[src/hw/rtl/json_string_escaper_defines.svh]
// assertion macros for the asserting file, the top level json_string_escaper.sv
`ifndef JSON_STRING_ESCAPER_DEFINES_SVH
`define JSON_STRING_ESCAPER_DEFINES_SVH

// checked on every rising edge outside reset
`define JSE_ASSERT(label, prop, msg) \
	label: assert property (@(posedge clk) disable iff (!arst_n) prop) else $error(msg);

// checked on every rising edge, reset included
`define JSE_ASSERT_ALWAYS(label, prop, msg) \
	label: assert property (@(posedge clk) prop) else $error(msg);

`endif

[src/hw/rtl/jse_pkg.sv]
package jse_pkg;

	// characters of the literal
	localparam logic [7:0] QuoteChar  = 8'h22;
	localparam logic [7:0] BslashChar = 8'h5C;
	localparam logic [7:0] SlashChar  = 8'h2F;
	localparam logic [7:0] LetterU    = 8'h75;
	localparam logic [7:0] DigitZero  = 8'h30;
	localparam logic [7:0] CtrlMax    = 8'h1F;

	// control codes with a short escape
	localparam logic [7:0] CodeBackspace = 8'h08;
	localparam logic [7:0] CodeTab       = 8'h09;
	localparam logic [7:0] CodeLineFeed  = 8'h0A;
	localparam logic [7:0] CodeFormFeed  = 8'h0C;
	localparam logic [7:0] CodeReturn    = 8'h0D;

	// their escape letters
	localparam logic [7:0] LetterB = 8'h62;
	localparam logic [7:0] LetterT = 8'h74;
	localparam logic [7:0] LetterN = 8'h6E;
	localparam logic [7:0] LetterF = 8'h66;
	localparam logic [7:0] LetterR = 8'h72;

	// longest run of output bytes for one transaction
	localparam int MaxRun = 8;

	// default depth of the descriptor queue
	localparam int QueueDepth = 4;

	// one classified transaction: its output bytes and run length less one
	typedef struct packed {
		logic [MaxRun-1:0][7:0] seq;
		logic [2:0]             lenm1;
		logic                   close;
	} jse_desc_t;

	// queue status seen by the top level
	typedef struct packed {
		logic full;
		logic empty;
	} jse_q_status_t;

	// upper-case hex digit of a nibble
	function automatic logic [7:0] hex_digit(input logic [3:0] nib);
		logic [7:0] d;
		if (nib < 4'd10) begin
			d = DigitZero + {4'h0, nib};
		end else begin
			d = 8'h37 + {4'h0, nib};
		end
		return d;
	endfunction

endpackage

[src/hw/rtl/jse_front.sv]
module jse_front (
	input  logic              [7:0] in_byte,
	input  logic                    first_of_string,
	input  logic                    last_of_string,
	input  logic                    no_byte,
	output jse_pkg::jse_desc_t      desc,
	output logic                    desc_valid
);
	import jse_pkg::*;

	logic [7:0][7:0] esc;
	logic [3:0]      esc_len;
	logic [7:0]      letter;
	logic [3:0]      off;
	logic [3:0]      run_len;
	logic [3:0]      j;

	// escape sequence of the raw byte
	always_comb begin
		esc     = '0;
		esc_len = 4'd0;
		letter  = 8'h00;
		case (in_byte)
			CodeBackspace: letter = LetterB;
			CodeTab:       letter = LetterT;
			CodeLineFeed:  letter = LetterN;
			CodeFormFeed:  letter = LetterF;
			CodeReturn:    letter = LetterR;
			default:       letter = 8'h00;
		endcase
		if (!no_byte) begin
			if (in_byte <= CtrlMax) begin
				esc[0] = BslashChar;
				if (letter != 8'h00) begin
					esc[1]  = letter;
					esc_len = 4'd2;
				end else begin
					esc[1]  = LetterU;
					esc[2]  = DigitZero;
					esc[3]  = DigitZero;
					esc[4]  = hex_digit(in_byte[7:4]);
					esc[5]  = hex_digit(in_byte[3:0]);
					esc_len = 4'd6;
				end
			end else if (in_byte == QuoteChar || in_byte == BslashChar
					|| in_byte == SlashChar) begin
				esc[0]  = BslashChar;
				esc[1]  = in_byte;
				esc_len = 4'd2;
			end else begin
				esc[0]  = in_byte;
				esc_len = 4'd1;
			end
		end
	end

	// total bytes of the run, quotes included
	assign run_len = {3'b000, first_of_string} + esc_len + {3'b000, last_of_string};

	// place the quotes around the escape
	always_comb begin
		off        = {3'b000, first_of_string};
		j          = 4'd0;
		desc.lenm1 = 3'(run_len - 4'd1);
		desc.close = last_of_string;
		for (int i = 0; i < MaxRun; i++) begin
			j = 4'(i) - off;
			if (first_of_string && i == 0) begin
				desc.seq[i] = QuoteChar;
			end else if (j < esc_len) begin
				desc.seq[i] = esc[j[2:0]];
			end else begin
				desc.seq[i] = QuoteChar;
			end
		end
	end

	assign desc_valid = (run_len != 4'd0);

endmodule

[src/hw/rtl/jse_queue.sv]
module jse_queue #(
	parameter int Depth = jse_pkg::QueueDepth
) (
	input  logic                    clk,
	input  logic                    arst_n,
	input  logic                    push,
	input  jse_pkg::jse_desc_t      push_desc,
	input  logic                    pop,
	output jse_pkg::jse_desc_t      head_desc,
	output jse_pkg::jse_q_status_t  status
);
	import jse_pkg::*;

	localparam int AddrW = (Depth > 1) ? $clog2(Depth) : 1;
	localparam int CntW  = $clog2(Depth + 1);

	jse_desc_t        mem_q [Depth];
	logic [AddrW-1:0] wr_ptr_q;
	logic [AddrW-1:0] rd_ptr_q;
	logic [CntW-1:0]  count_q;

	// storage for queued descriptors
	always_ff @(posedge clk) begin
		if (push) begin
			mem_q[wr_ptr_q] <= push_desc;
		end
	end

	// pointers and fill level
	always_ff @(posedge clk or negedge arst_n) begin
		if (!arst_n) begin
			wr_ptr_q <= '0;
			rd_ptr_q <= '0;
			count_q  <= '0;
		end else begin
			if (push) begin
				wr_ptr_q <= (wr_ptr_q == AddrW'(Depth - 1)) ? '0 : wr_ptr_q + 1'b1;
			end
			if (pop) begin
				rd_ptr_q <= (rd_ptr_q == AddrW'(Depth - 1)) ? '0 : rd_ptr_q + 1'b1;
			end
			if (push && !pop) begin
				count_q <= count_q + 1'b1;
			end else if (pop && !push) begin
				count_q <= count_q - 1'b1;
			end
		end
	end

	assign head_desc    = mem_q[rd_ptr_q];
	assign status.full  = (count_q == CntW'(Depth));
	assign status.empty = (count_q == '0);

endmodule

[src/hw/rtl/jse_back.sv]
module jse_back (
	input  logic                    clk,
	input  logic                    arst_n,
	input  logic                    head_valid,
	input  jse_pkg::jse_desc_t      head_desc,
	output logic                    pop,
	output logic                    out_valid,
	input  logic                    out_stall,
	output logic              [7:0] out_byte,
	output logic                    last_of_run,
	output logic                    literal_done
);
	import jse_pkg::*;

	logic       out_valid_q;
	logic [7:0] out_byte_q;
	logic       last_of_run_q;
	logic       literal_done_q;
	logic [2:0] idx_q;
	logic       load;
	logic       run_end;

	// next byte moves into the output register when it is free
	assign load    = head_valid && (!out_valid_q || !out_stall);
	assign run_end = (idx_q == head_desc.lenm1);
	assign pop     = load && run_end;

	// position within the current run, and output valid
	always_ff @(posedge clk or negedge arst_n) begin
		if (!arst_n) begin
			idx_q       <= '0;
			out_valid_q <= 1'b0;
		end else begin
			if (load) begin
				idx_q <= run_end ? '0 : idx_q + 1'b1;
			end
			if (!out_valid_q || !out_stall) begin
				out_valid_q <= head_valid;
			end
		end
	end

	// output payload
	always_ff @(posedge clk) begin
		if (load) begin
			out_byte_q     <= head_desc.seq[idx_q];
			last_of_run_q  <= run_end;
			literal_done_q <= run_end && head_desc.close;
		end
	end

	assign out_valid    = out_valid_q;
	assign out_byte     = out_byte_q;
	assign last_of_run  = last_of_run_q;
	assign literal_done = literal_done_q;

endmodule

[src/hw/rtl/json_string_escaper.sv]
// JSON string literal escaper. Raw string bytes enter one transaction per cycle while
// in_stall is low and leave as the bytes of the escaped literal, one byte per cycle while
// out_stall is low; a transaction gives one to eight output bytes (quotes, a two-byte
// escape or a six-byte \u00XX form). The output serialiser sets the sustained input rate;
// a queue of QueueDepth classified transactions lets input flow on while a long escape
// drains, and in_stall rises only when that queue is full. An accepted transaction passes
// through the queue memory and the output register before its first byte shows. A
// transaction with no_byte set and neither quote flag gives no output.
`include "json_string_escaper_defines.svh"

module json_string_escaper #(
	parameter int QueueDepth = jse_pkg::QueueDepth
) (
	input  logic       clk,
	input  logic       arst_n,
	input  logic       in_valid,
	output logic       in_stall,
	input  logic [7:0] in_byte,
	input  logic       first_of_string,
	input  logic       last_of_string,
	input  logic       no_byte,
	output logic       out_valid,
	input  logic       out_stall,
	output logic [7:0] out_byte,
	output logic       last_of_run,
	output logic       literal_done
);
	import jse_pkg::*;

	jse_desc_t     front_desc;
	logic          front_valid;
	jse_desc_t     head_desc;
	jse_q_status_t q_status;
	logic          push;
	logic          pop;

	// classify each transaction
	jse_front u_front (
		.in_byte         (in_byte),
		.first_of_string (first_of_string),
		.last_of_string  (last_of_string),
		.no_byte         (no_byte),
		.desc            (front_desc),
		.desc_valid      (front_valid)
	);

	assign in_stall = q_status.full;
	assign push     = in_valid && !q_status.full && front_valid;

	// descriptor queue between front and back
	jse_queue #(
		.Depth (QueueDepth)
	) u_queue (
		.clk       (clk),
		.arst_n    (arst_n),
		.push      (push),
		.push_desc (front_desc),
		.pop       (pop),
		.head_desc (head_desc),
		.status    (q_status)
	);

	// serialise runs onto the output
	jse_back u_back (
		.clk          (clk),
		.arst_n       (arst_n),
		.head_valid   (!q_status.empty),
		.head_desc    (head_desc),
		.pop          (pop),
		.out_valid    (out_valid),
		.out_stall    (out_stall),
		.out_byte     (out_byte),
		.last_of_run  (last_of_run),
		.literal_done (literal_done)
	);

	// checks
	`JSE_ASSERT(a_done_is_quote, (out_valid && literal_done) |-> (last_of_run && out_byte == QuoteChar), "literal end not on a closing quote")
	`JSE_ASSERT(a_no_overflow, q_status.full |-> !push, "push into a full queue")
	`JSE_ASSERT(a_pop_needs_head, pop |-> !q_status.empty, "pop from an empty queue")
	`JSE_ASSERT_ALWAYS(a_reset_quiet, !arst_n |-> (!out_valid && q_status.empty), "output or queue busy in reset")

endmodule
[config.mk]
export PLATFORM = sky130hd
export DESIGN_NAME = json_string_escaper
export DESIGN_NICKNAME = d
export VERILOG_FILES = /design/src/hw/rtl/jse_pkg.sv /design/src/hw/rtl/jse_front.sv /design/src/hw/rtl/jse_queue.sv /design/src/hw/rtl/jse_back.sv /design/src/hw/rtl/json_string_escaper.sv
export VERILOG_INCLUDE_DIRS = /design/src /design/src/hw/rtl
export SDC_FILE = /design/constraint.sdc
export NUM_CORES = 1
export LEC_CHECK = 0
export ABC_AREA = 0
export ABC_CLOCK_PERIOD_IN_PS = 4250
export BUFFER_PORTS_ARGS = -buffer_cell sky130_fd_sc_hd__buf_2
export CAP_MARGIN = 20
export CORE_UTILIZATION = 30
export CTS_BUF_LIST = sky130_fd_sc_hd__clkbuf_8 sky130_fd_sc_hd__clkbuf_16
export CTS_CLUSTER_SIZE = 14
export DETAILED_ROUTE_END_ITERATION = 8
export HOLD_SLACK_MARGIN = 0.08
export SYNTH_ARGS = -nofsm -noshare
export SYNTH_HDL_FRONTEND = slang
export SYNTH_SLANG_ARGS = --single-unit
[constraint.sdc]
create_clock -name clk -period 4.25 [get_ports clk]
set_input_delay 0.85 -clock clk [delete_from_list [all_inputs] [get_ports clk]]
set_output_delay 0.85 -clock clk [all_outputs]
set_load 0.01 [all_outputs]
### After elaboration in Yosys (flattened, before gate mapping)

Memory sizes are Yosys's and may differ from the RTL's.
Cells that the tools add are included.

| word-level totals | value |
|---|---|
| register bits | 21 |
| bits in writable memories | 272 |
| bits of input ports | 15 |
| output and inout port bits | 12 |
| logic and storage cells | 129 |
| memories | 1 |

| operators by class | value |
|---|---|
| $add $sub $neg | 20 |
| magnitude comparators | 20 |
| equality and inequality tests | 12 |
| mux-type cells | 48 |
| reductions and logical operators | 20 |

Memories:

| name | words | bits a word | rd ports | clocked after memory_dff | write ports | RTL line | source |
|---|---|---|---|---|---|---|---|
| u_queue.mem_q | 4 | 68 | 1 | 0 | 1 | jse_queue.sv:17 | `jse_desc_t mem_q [Depth];` |

Operator list:

| operator | number |
|---|---|
| $bmux 8 s3 | 9 |
| $mux 8 | 22 |
| $mux 32 | 2 |
| $mux 48 | 1 |
| $eq 8x4->1 const B | 5 |
| $lt 3x4->1 const B | 9 |
| $pmux 7 s5 | 1 |
| $lt 4x4->1 | 8 |
| $add 6x4->7 const A | 4 |
| $eq 8x6->1 const B | 2 |
| $mux 16 | 1 |
| $sub 3x1->4 const A | 4 |
| $mux 3 | 4 |
| $eq 8x7->1 const B | 1 |
| $le 8x5->1 const B | 1 |
| $lt 4x4->1 const B | 2 |
| $mux 4 | 2 |
| $reduce_bool 8->1 | 1 |
| $logic_and 1x1->1 | 7 |
| $mux 7 | 1 |
| $add 3x1->3 const B | 2 |
| $logic_not 1->1 | 6 |
| $mux 2 | 3 |
| $sub 2x1->3 const A | 2 |
| other kinds (13) | 20 |

### Longest topological paths before layout

Gate-level depths: netlist of run 1.

| logic depth | value |
|---|---|
| word-level depth | 14 |
| mapped depth | 22 |
| depth with buffers taken out | 21 |

### By module

From an unflattened synthesis of run 1, not the netlist that was laid out.

| second synthesis, totals | value |
|---|---|
| cells, all modules | 689 |
| area, all modules | 12798.5 um^2 |

By module, submodules not included:

| module | instances | cells each | area each (um^2) | seq. area each (um^2) |
|---|---|---|---|---|
| jse_queue | 1 | 393 | 10304.9 | 8343.0 |
| jse_front | 1 | 214 | 1420.1 | 0.0 |
| jse_back | 1 | 80 | 1061.0 | 400.4 |
| json_string_escaper | 1 | 2 | 12.5 | 0.0 |

### Worst setup path before layout of run 1

Ideal clock, no wire load.

| timing path | value |
|---|---|
| kind | in2reg |
| from | input in_byte[5] |
| to | register u_queue.count_q[1] |
| library setup time | 125 ps |
| arrival time | 4788 ps |
| required time | 4125 ps |
| setup slack | -663 ps |
| cell stages on the path | 20 |
| path buffers | 2 |
| cells stage by stage | clkbuf_1 > inv_1 > ha_1 > nand4_1 > a31oi_2 > or2_2 > buf_2 > nor2_1 > inv_1 > fa_1 > inv_1 > ha_1 > inv_1 > ha_1 > inv_1 > o311a_4 > ha_1 > inv_1 > fa_1 > mux2_2 |

| on the way | value |
|---|---|
| longest elaborated chain between the ends | 13 |
| elaborated cells between the ends (all ways) | 26 |
| classes of those cells | 2 x add/sub; 1 x order compare; 8 x eq/ne; 6 x mux; 9 x reduce/logical |

Ends and longest elaborated chain:

| element | RTL line | source |
|---|---|---|
| start: declaration | json_string_escaper.sv:18 | `input logic [7:0] in_byte,` |
| $eq 8x4->1, or another cell as far along | jse_front.sv:23 | `case (in_byte)` |
| $pmux 7 s5 / $logic_or 1x1->1 (equally long branches) | jse_front.sv:23, jse_front.sv:45 |  |
| $reduce_bool 8->1 / $logic_or 1x1->1 (equally long branches) | jse_front.sv:34, jse_front.sv:46 |  |
| $mux 3 / $mux 2 (equally long branches) | jse_front.sv:34, jse_front.sv:45 |  |
| $mux 4 * | jse_front.sv:32 | `if (in_byte <= CtrlMax) begin` |
| $mux 4 * | jse_front.sv:31 | `if (!no_byte) begin` |
| $add 1x4->4 * | jse_front.sv:58 | `assign run_len = {3'b000, first_of_string} + esc_len + {3'b000, last_of_string};` |
| $add 4x1->4 * | jse_front.sv:58 |  |
| $reduce_bool 4->1 * | jse_front.sv:78 | `assign desc_valid = (run_len != 4'd0);` |
| $logic_and 1x1->1 * | json_string_escaper.sv:48 | `assign push = in_valid && !q_status.full && front_valid;` |
| net push | json_string_escaper.sv:34 | `logic push;` |
| $logic_not 1->1 | jse_queue.sv:44 | `end else if (pop && !push) begin` |
| $logic_and 1x1->1 | jse_queue.sv:44 |  |
| $reduce_bool 2->1 (no line) | -- |  |
| end signal: assignment | jse_queue.sv:43 | `count_q <= count_q + 1'b1;` |
| end signal: assignment | jse_queue.sv:45 | `count_q <= count_q - 1'b1;` |
| end: declaration | jse_queue.sv:20 | `logic [CntW-1:0] count_q;` |

Mark *: on every way through the listed nets, which the timed path passes. The rest lies on a longest branch.
A chain may end at the register's enable or synchronous reset.

### Worst setup path in the final report of run 1

| timing path | value |
|---|---|
| from | input in_byte[0] |
| to | register u_queue.count_q[1] |

Same word-level chain as after synthesis.

==> flow_metrics.env, run 1 <==
export IMPL_status="finished clean"
export IMPL_vias_per_cell=4.75
export IMPL_path_buf_inv=6
export IMPL_syn_to_final_growth_pct=19.5
export IMPL_ys_async_sr_fraction_pct=4.64
export IMPL_htree_levels=1
export IMPL_drt_first_pass_iters=6
export IMPL_place_hpwl_um=14300
export IMPL_cts_clk_slew_worst_paths_ps=60
export IMPL_rsz0062_at_grt="no"
export IMPL_drt_iter0_drc=505
export IMPL_synth_area_leaders="edfxtp_1, mux4_2, dfrtp_1"
export IMPL_worst_r2r_path_depth=9
export IMPL_cp_arrival_ps=4300
export IMPL_reg2reg_from="u_queue.rd_ptr_q[0]"
export IMPL_synth_area_per_cell_um2=17.6
export IMPL_clk_latency_ps=530
export IMPL_cts_resized=0
export IMPL_synth_edff_count=226
export IMPL_die_y_um=187
export IMPL_sequentialPowerShare_pct=43.5
export IMPL_synth_warnings=0
export IMPL_ir_drop_v=0.000323
export IMPL_netlist_instances=586
export IMPL_final_hold_viol_count=0
export IMPL_worst_pin_slew_ps=758
export IMPL_clkPwrFrac_pct=27.4
export IMPL_io_buffers=26
export IMPL_cts_tree="built"
export IMPL_core_area_um2=33600
export IMPL_grt_pass1_vias=5634
export IMPL_critPathCaptureType="register"
export IMPL_fin_crit_sh_pct=91.9
export IMPL_routedWlPerCell_um=18.6
export IMPL_synth_top_area_share_pct=65.9
export IMPL_finalSetupViolCount=0
export IMPL_cellPowerDensity_nw_per_um2=626
export IMPL_netlist_area_um2=10300
export IMPL_postRouteAntennaNets=0
export IMPL_reg2reg_to="u_queue.count_q[1]"
export IMPL_crit_path_top_delay_cell="fa_1"
export IMPL_synth_commonest_cells="edfxtp_1, mux4_2, nor2_1, nand2_1, o21ai_0"
export IMPL_slew_limit_headroom_pct=48.2
export IMPL_cts_buffer_depth=3
export IMPL_ioPinCount=27
export IMPL_routed_wl_um=21300
export IMPL_chipWidth_um=187
export IMPL_drive_above_1_share_pct=29.3
export IMPL_max_stage_delay_ps=410
export IMPL_cts_hold_buffers=0
export IMPL_p_sw_share_pct=29.3
export IMPL_combinationalPowerShare_pct=29.1
export IMPL_period_needed_ps=3900
export IMPL_drv_slew=0
export IMPL_p_switching_w=0.00226
export IMPL_diodes=0
export IMPL_drc=0
export IMPL_rows=67
export IMPL_synth_cell_type_count=58
export IMPL_overflow=0
export IMPL_gp_congestion=0.798
export IMPL_final_util_pct=36.6
export IMPL_die_area_um2=35100
export IMPL_nets=722
export IMPL_synth_area_leader_cell="edfxtp_1"
export IMPL_p_leak_nw=4.18
export IMPL_antenna_found_initial=1
export IMPL_cpMostUsedCell="inv_1"
export IMPL_cap_violations=0
export IMPL_yosysMostFrequentCell="edfxtp_1"
export IMPL_ff2ff_setup_slack_ps=1080
export IMPL_cp_required_ps=4640
export IMPL_grt_max_degree=51
export IMPL_crit_path_max_fanout=3
export IMPL_ys_dominant_reg_cell="edfxtp_1"
export IMPL_crit_path_start_kind="input pin"
export IMPL_fin_setup_tns_ps=0
export IMPL_cpLargestDelayFamily="adder cells"
export IMPL_hold_path_class="input pin to async pin"
export IMPL_start_util_pct=30.6
export IMPL_skew_ps=22.9
export IMPL_critical_path_cell_chain="buf_2 -> ha_1 -> and3_1 -> o21ai_1 -> a31oi_4 -> or2_4 -> nor2_4 -> inv_1 -> fa_2 -> inv_1 -> ha_1 -> inv_1 -> ha_2 -> inv_1 -> o311a_4 -> ha_4 -> inv_1 -> fa_1 -> mux2_2"
export IMPL_seq_area_frac_synth_pct=68.6
export IMPL_clock_sinks=237
export IMPL_fmax_mhz=256
export IMPL_cts_buffers=26
export IMPL_power_internal_w=0.00545
export IMPL_grtUsageTotal_pct=12.4
export IMPL_vias=5461
export IMPL_critPathKind="input pin to register"
export IMPL_ys_seq_elements=237
export IMPL_grt_pass1_wl_um=33500
export IMPL_post_cts_buffers=0
export IMPL_root_buffer="clkbuf_16"
-- metal layers --
metal / share of wire (%) / vias up / track usage [%]
met3: 4.8 / 23 / 2.12
li1: - / 2513 / -
met1: 47 / 2786 / 18.1
met4: 1.7 / 0 / 2.68
met2: 46 / 139 / 19.4
met5: 0 / - / 0
-- worst reg2reg max path: cells and delay by family (launching register included) --
kind                     cells  cell delay [ps]
XOR/XNOR                     1              160
multiplexers                 2              870
buffers and inverters        2              170
adder cells (fa/ha/maj)      2              580
flip-flops                   1              730
AO/OA/AOI/OAI                1              300
AND/OR/NAND/NOR              1              250
-- cell families (layout without fill, tap and decap cells) --
logic type	Yosys count	after routing	share of synthesized area, %
AOI/OAI and AO/OA	69	69	4.84
xor gates and xnor gates	8	8	0.681
adders and majority gates	23	23	2.94
buffers and inverters	50	147	2.26
DFF	237	237	68.6
muxes	84	84	15.3
other	1	20	0.0364
and+or+nand+nor	114	114	5.40
-- final cells by class --
cell class | instances | area (um2)
well taps | 448 | 561
multi-input cells | 318 | 3120
fillers | 3125 | 21300
clock buffers | 26 | 651
repair buffers | 77 | 651
inverters | 24 | 95.1
flip-flops and latches | 237 | 7070
clock inverters | 20 | 164
-- state kept, by name, summed over array words and instances (netlist names) --
signal and flops:
u_back.idx_q 3, u_back.literal_done 1, u_queue.count_q 3, u_queue.wr_ptr_q 2, u_queue.mem_q 216, u_queue.rd_ptr_q 2
u_back.out_valid 1, u_back.last_of_run 1, u_back.out_byte 8
-- power by group through the flow --
stage | registers, W | clock network (W) | logic (W)
6_report | 0.00335 | 0.00211 | 0.00224
5_1_grt | 0.00341 | 0.00225 | 0.00245
4_1_cts | 0.00337 | 0.00216 | 0.00229
3_5_place_dp | 0.00341 | 0 | 0.00228
3_3_place_gp | 0.00340 | 0 | 0.00226
2_1_floorplan | 0.00326 | 0 | 0.00164
-- placed cells by master (no fill, tap or decap), drive strengths merged, types with 4 or more instances in the layout --
| master | instances |
|---|---|
| a21oi | 14 |
| edfxtp | 226 |
| conb | 20 |
| o32a | 4 |
| nor2 | 35 |
| o21ai | 22 |
| buf | 77 |
| clkinv | 14 |
| nor2b | 6 |
| xnor2 | 6 |
| ha | 21 |
| clkbuf | 26 |
| a21o | 4 |
| inv | 27 |
| mux2i | 19 |
| nand2 | 29 |
| nand3 | 6 |
| dfrtp | 11 |
| nor3 | 14 |
| mux2 | 8 |
| and2 | 9 |
| or2 | 4 |
| mux4 | 57 |
-- how the worst max path moves through the flow --
| stage | start | end | slack, ps | cells past startpoint |
|---|---|---|---|---|
| final | in_byte[0] | u_queue.count_q[1] | 350 | 19 |
| after global routing | in_byte[0] | u_queue.count_q[2] | 210 | 22 |
| after CTS | in_byte[0] | u_queue.count_q[1] | 370 | 19 |
| after detailed placement | in_byte[0] | u_queue.count_q[1] | -170 | 19 |
| after global placement | in_byte[0] | u_queue.count_q[1] | -110 | 19 |
| after floorplan | in_byte[0] | u_queue.count_q[1] | -140 | 20 |
-- metrics by stage --
| step | total power (W) | instance area [um2] | setup WS [ps] | hold slack, ps | std cells |
|---|---|---|---|---|---|
| floorplan | 0.00490 | 10400 | -139 | 456 | 605 |
| global placement | 0.00566 | 11500 | -106 | 479 | 1104 |
| detailed placement | 0.00570 | 11500 | -165 | 480 | 1104 |
| CTS | 0.00782 | 12300 | 374 | 188 | 1150 |
| global route | 0.00811 | 12300 | 206 | 207 | 1150 |
| finish | 0.00770 | 12300 | 345 | 201 | 1150 |
(Power assumes the default switching activity.)
==> inputs of run 2 (changes only) <==
CORE_UTILIZATION = 53   (was 30)
GPL_TIMING_DRIVEN = 0   (was not set)
PLACE_DENSITY = 0.69   (was not set)
==> flow_metrics.env, run 2 (synthesis results as in run 1) <==
export IMPL_status="finished clean"
export IMPL_routed_wl_um=21100
export IMPL_grt_pass1_vias=5715
export IMPL_root_buffer="clkbuf_16"
export IMPL_gp_congestion=0.933
export IMPL_clkPwrFrac_pct=28.5
export IMPL_p_sw_share_pct=28.9
export IMPL_crit_path_top_delay_cell="o311a_4"
export IMPL_crit_path_max_fanout=10
export IMPL_power_internal_w=0.00549
export IMPL_cts_clk_slew_worst_paths_ps=60
export IMPL_clk_latency_ps=520
export IMPL_path_buf_inv=8
export IMPL_cap_violations=0
export IMPL_reg2reg_to="u_queue.count_q[1]"
export IMPL_nets=706
export IMPL_sequentialPowerShare_pct=41.8
export IMPL_antenna_found_initial=0
export IMPL_worst_pin_slew_ps=948
export IMPL_skew_ps=15.2
export IMPL_drv_slew=0
export IMPL_drt_first_pass_iters=5
export IMPL_cpLargestDelayFamily="adder cells"
export IMPL_finalSetupViolCount=0
export IMPL_crit_path_start_kind="input pin"
export IMPL_drt_iter0_drc=443
export IMPL_dp_cells=891
export IMPL_grt_max_degree=55
export IMPL_fin_crit_sh_pct=97.7
export IMPL_final_instance_count_excl_fill=947
export IMPL_fmax_mhz=241
export IMPL_cts_buffer_depth=3
export IMPL_cellPowerDensity_nw_per_um2=651
export IMPL_ioPinCount=27
export IMPL_clock_sinks=237
export IMPL_slew_limit_headroom_pct=36.8
export IMPL_cp_required_ps=4650
export IMPL_critPathCaptureType="register"
export IMPL_cp_arrival_ps=4550
export IMPL_diodes=0
export IMPL_combinationalPowerShare_pct=29.6
export IMPL_die_area_um2=20000
export IMPL_vias_per_cell=5.87
export IMPL_largest_register_ffs=216
export IMPL_critPathKind="input pin to register"
export IMPL_period_needed_ps=4150
export IMPL_syn_to_final_growth_pct=15.1
export IMPL_io_buffers=26
export IMPL_critical_path_cell_chain="buf_4 -> inv_4 -> ha_2 -> nor3b_2 -> o21ai_2 -> a31oi_4 -> or2_4 -> buf_6 -> nor2_4 -> inv_2 -> fa_2 -> inv_1 -> ha_1 -> inv_2 -> ha_4 -> inv_1 -> o311a_4 -> ha_4 -> inv_1 -> fa_1 -> mux2_2"
export IMPL_htree_levels=1
export IMPL_drive_above_1_share_pct=27.2
export IMPL_drc=0
export IMPL_final_util_pct=62.7
export IMPL_die_y_um=141
export IMPL_p_leak_nw=4.06
export IMPL_rows=50
export IMPL_layout_commonest_cell="edfxtp_1"
export IMPL_hold_path_class="input pin to async pin"
export IMPL_chipWidth_um=141
export IMPL_worst_r2r_path_depth=10
export IMPL_regMostFlops="u_queue.mem_q"
export IMPL_place_hpwl_um=13300
export IMPL_ir_drop_v=0.000290
export IMPL_max_stage_delay_ps=410
export IMPL_cpMostUsedCell="inv_1"
export IMPL_reg2reg_from="u_queue.rd_ptr_q[0]"
export IMPL_postRouteAntennaNets=0
export IMPL_ff2ff_setup_slack_ps=1200
export IMPL_layout_common_cells="edfxtp_1, mux4_2, nor2_1, buf_2, nand2_1"
export IMPL_cts_buffers=25
export IMPL_overflow=0
export IMPL_routedWlPerCell_um=22.3
export IMPL_p_switching_w=0.00223
export IMPL_final_hold_viol_count=0
export IMPL_cts_tree="built"
export IMPL_vias=5562
export IMPL_grt_pass1_wl_um=32900
export IMPL_grtUsageTotal_pct=22.2
export IMPL_start_util_pct=54.5
export IMPL_core_area_um2=18900
==> run 2: cell types whose count changed in the layout (fill, tap and decap cells not counted), moves of 5 or more <==
| cell | previous run | this run |
|---|---|---|
| buf_4 | 40 | 13 |
| clkbuf_1 | 0 | 12 |
| buf_12 | 11 | 0 |
| buf_2 | 26 | 32 |
| clkinv_1 | 7 | 2 |
==> run 2: cell type report <==
type                            count  area (um2)
Inverter                           24         101
Tap cell                          260         325
Clock buffer                       27         653
Multi-Input combinational cell    318        3160
Buffer                             26         154
Sequential cell                   237        7060
Clock inverter                     19         191
Fill cell                        1368        7040
Timing Repair Buffer               36         208
==> run 2: worst reg2reg max path, cell delays in order (launching register included) <==
cell	delay, ps
dfrtp_1	420
buf_4	260
mux4_2	530
xnor2_1	170
o311a_1	290
and2_1	250
inv_1	110
ha_4	170
inv_1	60
fa_1	410
mux2_2	270
==> run 2: power groups by stage <==
stage	registers [W]	clock network, W	logic (W)
after global placement	0.00326	0	0.00225
final	0.00323	0.00220	0.00229
after detailed placement	0.00328	0	0.00230
after CTS	0.00323	0.00223	0.00231
after global routing	0.00327	0.00232	0.00250
after floorplan	0.00326	0	0.00164
==> run 2: how the worst max path moves through the flow <==
stage	from	endpoint	cells past startpoint
finish	in_byte[0]	u_queue.count_q[1]	21
global route	in_byte[0]	u_queue.count_q[1]	21
CTS	in_byte[1]	u_queue.mem_q[0][22]	17
detailed placement	in_byte[0]	u_queue.count_q[1]	21
global placement	in_byte[1]	u_queue.mem_q[2][10]	17
floorplan	in_byte[0]	u_queue.count_q[1]	20
==> run 2: stage by stage <==
step	setup slack [ps]	cell area (um2)	hold slack (ps)	power [W]	setup TNS (ps)
4_1_cts	4.94	11800	194	0.00778	0
2_1_floorplan	-139	10400	456	0.00490	-27200
3_3_place_gp	-1270	10900	472	0.00551	-280880
3_5_place_dp	-731	10900	507	0.00558	-159020
5_1_grt	-17.1	11900	199	0.00809	-17.1
6_report	99.1	11900	199	0.00772	0
==> run 2: what timing repair did <==
action / in CTS / in global routing
gates resized for setup: 3 / 11
setup buffers: 1 / 9
pin swaps: 5 / 6
endpoints found under the setup margin: 218 / 218
hold buffers: 0 / 0
==> run 2: routing by layer <==
layer  up-vias  share of wire (%)  wire length, um  GRT usage (%)
met5         -                  0                0              0
met4         0                1.9              399           5.49
met3        34                5.3             1110           2.87
met2       196                 48            10200           36.9
met1      2863                 45             9420           31.6
li1       2469                  -                -              -
==> inputs of run 3 (changes only) <==
CORE_ASPECT_RATIO = 1.1   (was not set)
TNS_END_PERCENT = 20   (was not set)
==> flow_metrics.env, run 3 (synthesis results as in run 1) <==
export IMPL_critPathCaptureType="register"
export IMPL_preCtsSetupSlack_ps=-816
export IMPL_status="finished clean"
export IMPL_syn_to_final_growth_pct=14.5
export IMPL_cap_violations=0
export IMPL_grt_pass1_vias=5871
export IMPL_cpMostUsedCell="inv_2"
export IMPL_overflow=0
export IMPL_routedWlPerCell_um=23.6
export IMPL_finalSetupViolCount=0
export IMPL_root_buffer="clkbuf_16"
export IMPL_diodes=0
export IMPL_postLayoutCellArea_um2=11800
export IMPL_start_util_pct=53.9
export IMPL_postRouteAntennaNets=0
export IMPL_skew_ps=7.39
export IMPL_p_total_w=0.00761
export IMPL_crit_path_top_delay_cell="fa_1"
export IMPL_cts_buffers=23
export IMPL_regMostFlops="u_queue.mem_q"
export IMPL_cp_required_ps=4630
export IMPL_die_y_um=148
export IMPL_nets=710
export IMPL_largest_register_ffs=216
export IMPL_crit_path_start_kind="input pin"
export IMPL_gp_congestion=0.900
export IMPL_htree_levels=1
export IMPL_grt_max_degree=28
export IMPL_period_needed_ps=4120
export IMPL_clk_latency_ps=500
export IMPL_fmax_mhz=242
export IMPL_clock_sinks=237
export IMPL_cts_tree="built"
export IMPL_max_stage_delay_ps=400
export IMPL_cellPowerDensity_nw_per_um2=646
export IMPL_cp_arrival_ps=4500
export IMPL_slew_limit_headroom_pct=37.1
export IMPL_drv_slew=0
export IMPL_place_hpwl_um=13200
export IMPL_cts_clk_slew_worst_paths_ps=60
export IMPL_dpl_instance_area_um2=10900
export IMPL_cts_hold_buffers=0
export IMPL_vias=5647
export IMPL_rows=53
export IMPL_drive_above_1_share_pct=27.4
export IMPL_die_area_um2=20000
export IMPL_ioPinCount=27
export IMPL_drt_first_pass_iters=5
export IMPL_critical_path_cell_chain="clkbuf_4 -> ha_2 -> and3_1 -> o21ai_2 -> a31oi_4 -> or2_4 -> buf_6 -> nor2_4 -> inv_2 -> fa_2 -> inv_1 -> ha_1 -> inv_2 -> ha_4 -> inv_1 -> o311a_4 -> ha_4 -> inv_2 -> fa_1 -> mux2_2"
export IMPL_drc=0
export IMPL_vias_per_cell=6.06
export IMPL_hold_path_class="input pin to async pin"
export IMPL_crit_path_max_fanout=10
export IMPL_p_leak_nw=4.02
export IMPL_final_hold_viol_count=0
export IMPL_io_buffers=26
export IMPL_layout_commonest_cell="edfxtp_1"
export IMPL_antenna_found_initial=0
export IMPL_fin_ws_ps=126
export IMPL_fin_crit_sh_pct=97.0
export IMPL_routed_wl_um=22000
export IMPL_ir_drop_v=0.000354
export IMPL_drt_iter0_drc=374
export IMPL_layout_common_cells="edfxtp_1, mux4_2, nor2_1, buf_2, nand2_1"
export IMPL_worst_pin_slew_ps=944
export IMPL_core_area_um2=19100
export IMPL_grt_pass1_wl_um=33700
export IMPL_holdWs_ps=219
export IMPL_grtUsageTotal_pct=23.0
export IMPL_critPathKind="input pin to register"
export IMPL_chipWidth_um=135
export IMPL_cts_buffer_depth=3
export IMPL_final_util_pct=61.7
-- run 3: power by group --
group | internal (W) | switching, W | total [W] | leakage (nW)
registers | 0.00309 | 0.000139 | 0.00322 | 2.16
clock network | 0.00122 | 0.000804 | 0.00202 | 0.378
logic | 0.00107 | 0.00129 | 0.00236 | 1.48
total | 0.00538 | 0.00223 | 0.00761 | 4.02
-- run 3: critical path: cells and delay by family --
family                   cells  cell delay [ps]
AO/OA/AOI/OAI                3              640
adder cells (fa/ha/maj)      6             1530
buffers and inverters        7              640
multiplexers                 1              270
AND/OR/NAND/NOR              3              560
-- run 3: what timing repair did --
item                                    4_1_cts  5_1_grt
setup buffers                                 4        8
pin swaps                                     7        8
gates cloned                                  4        0
endpoints found under the setup margin      226      191
gates resized for setup                       7       13
-- run 3: final timing paths --
check	startpoint	end	slack, ps	depth (start not counted)
worst min-delay path	arst_n	u_queue.rd_ptr_q[1]	220	1
worst max register to register	u_queue.rd_ptr_q[0]	u_queue.count_q[1]	1190	10
max in group asynchronous	arst_n	u_queue.count_q[1]	3820	1
worst min register to register	u_queue.count_q[2]	u_queue.count_q[2]	490	1
worst max-delay path	in_byte[1]	u_queue.count_q[1]	130	20
min in group clk	u_queue.count_q[2]	u_queue.count_q[2]	490	1
-- run 3: metrics by stage --
stage | TNS, ps | instances
floorplan | -27200 | 605
global placement | -296330 | 878
detailed placement | -191210 | 878
CTS | 0 | 924
global route | -17.5 | 932
finish | 0 | 932
-- run 3: cell type report --
class | count | area [um2]
flip-flops and latches | 237 | 7060
plain buffers | 26 | 154
fillers | 1356 | 7310
multi-input cells | 322 | 3190
repair buffers | 38 | 229
clock inverters | 15 | 173
inverters | 24 | 101
clock buffers | 23 | 576
well taps | 247 | 309
-- run 3: per-layer routing --
layer	vias to the layer above	share of wire [%]	track usage (%)
met5	-	0	0
met4	0	3.2	8.26
met3	46	6.6	3.41
met2	235	50	39.5
met1	2892	40	29.9
li1	2474	-	-
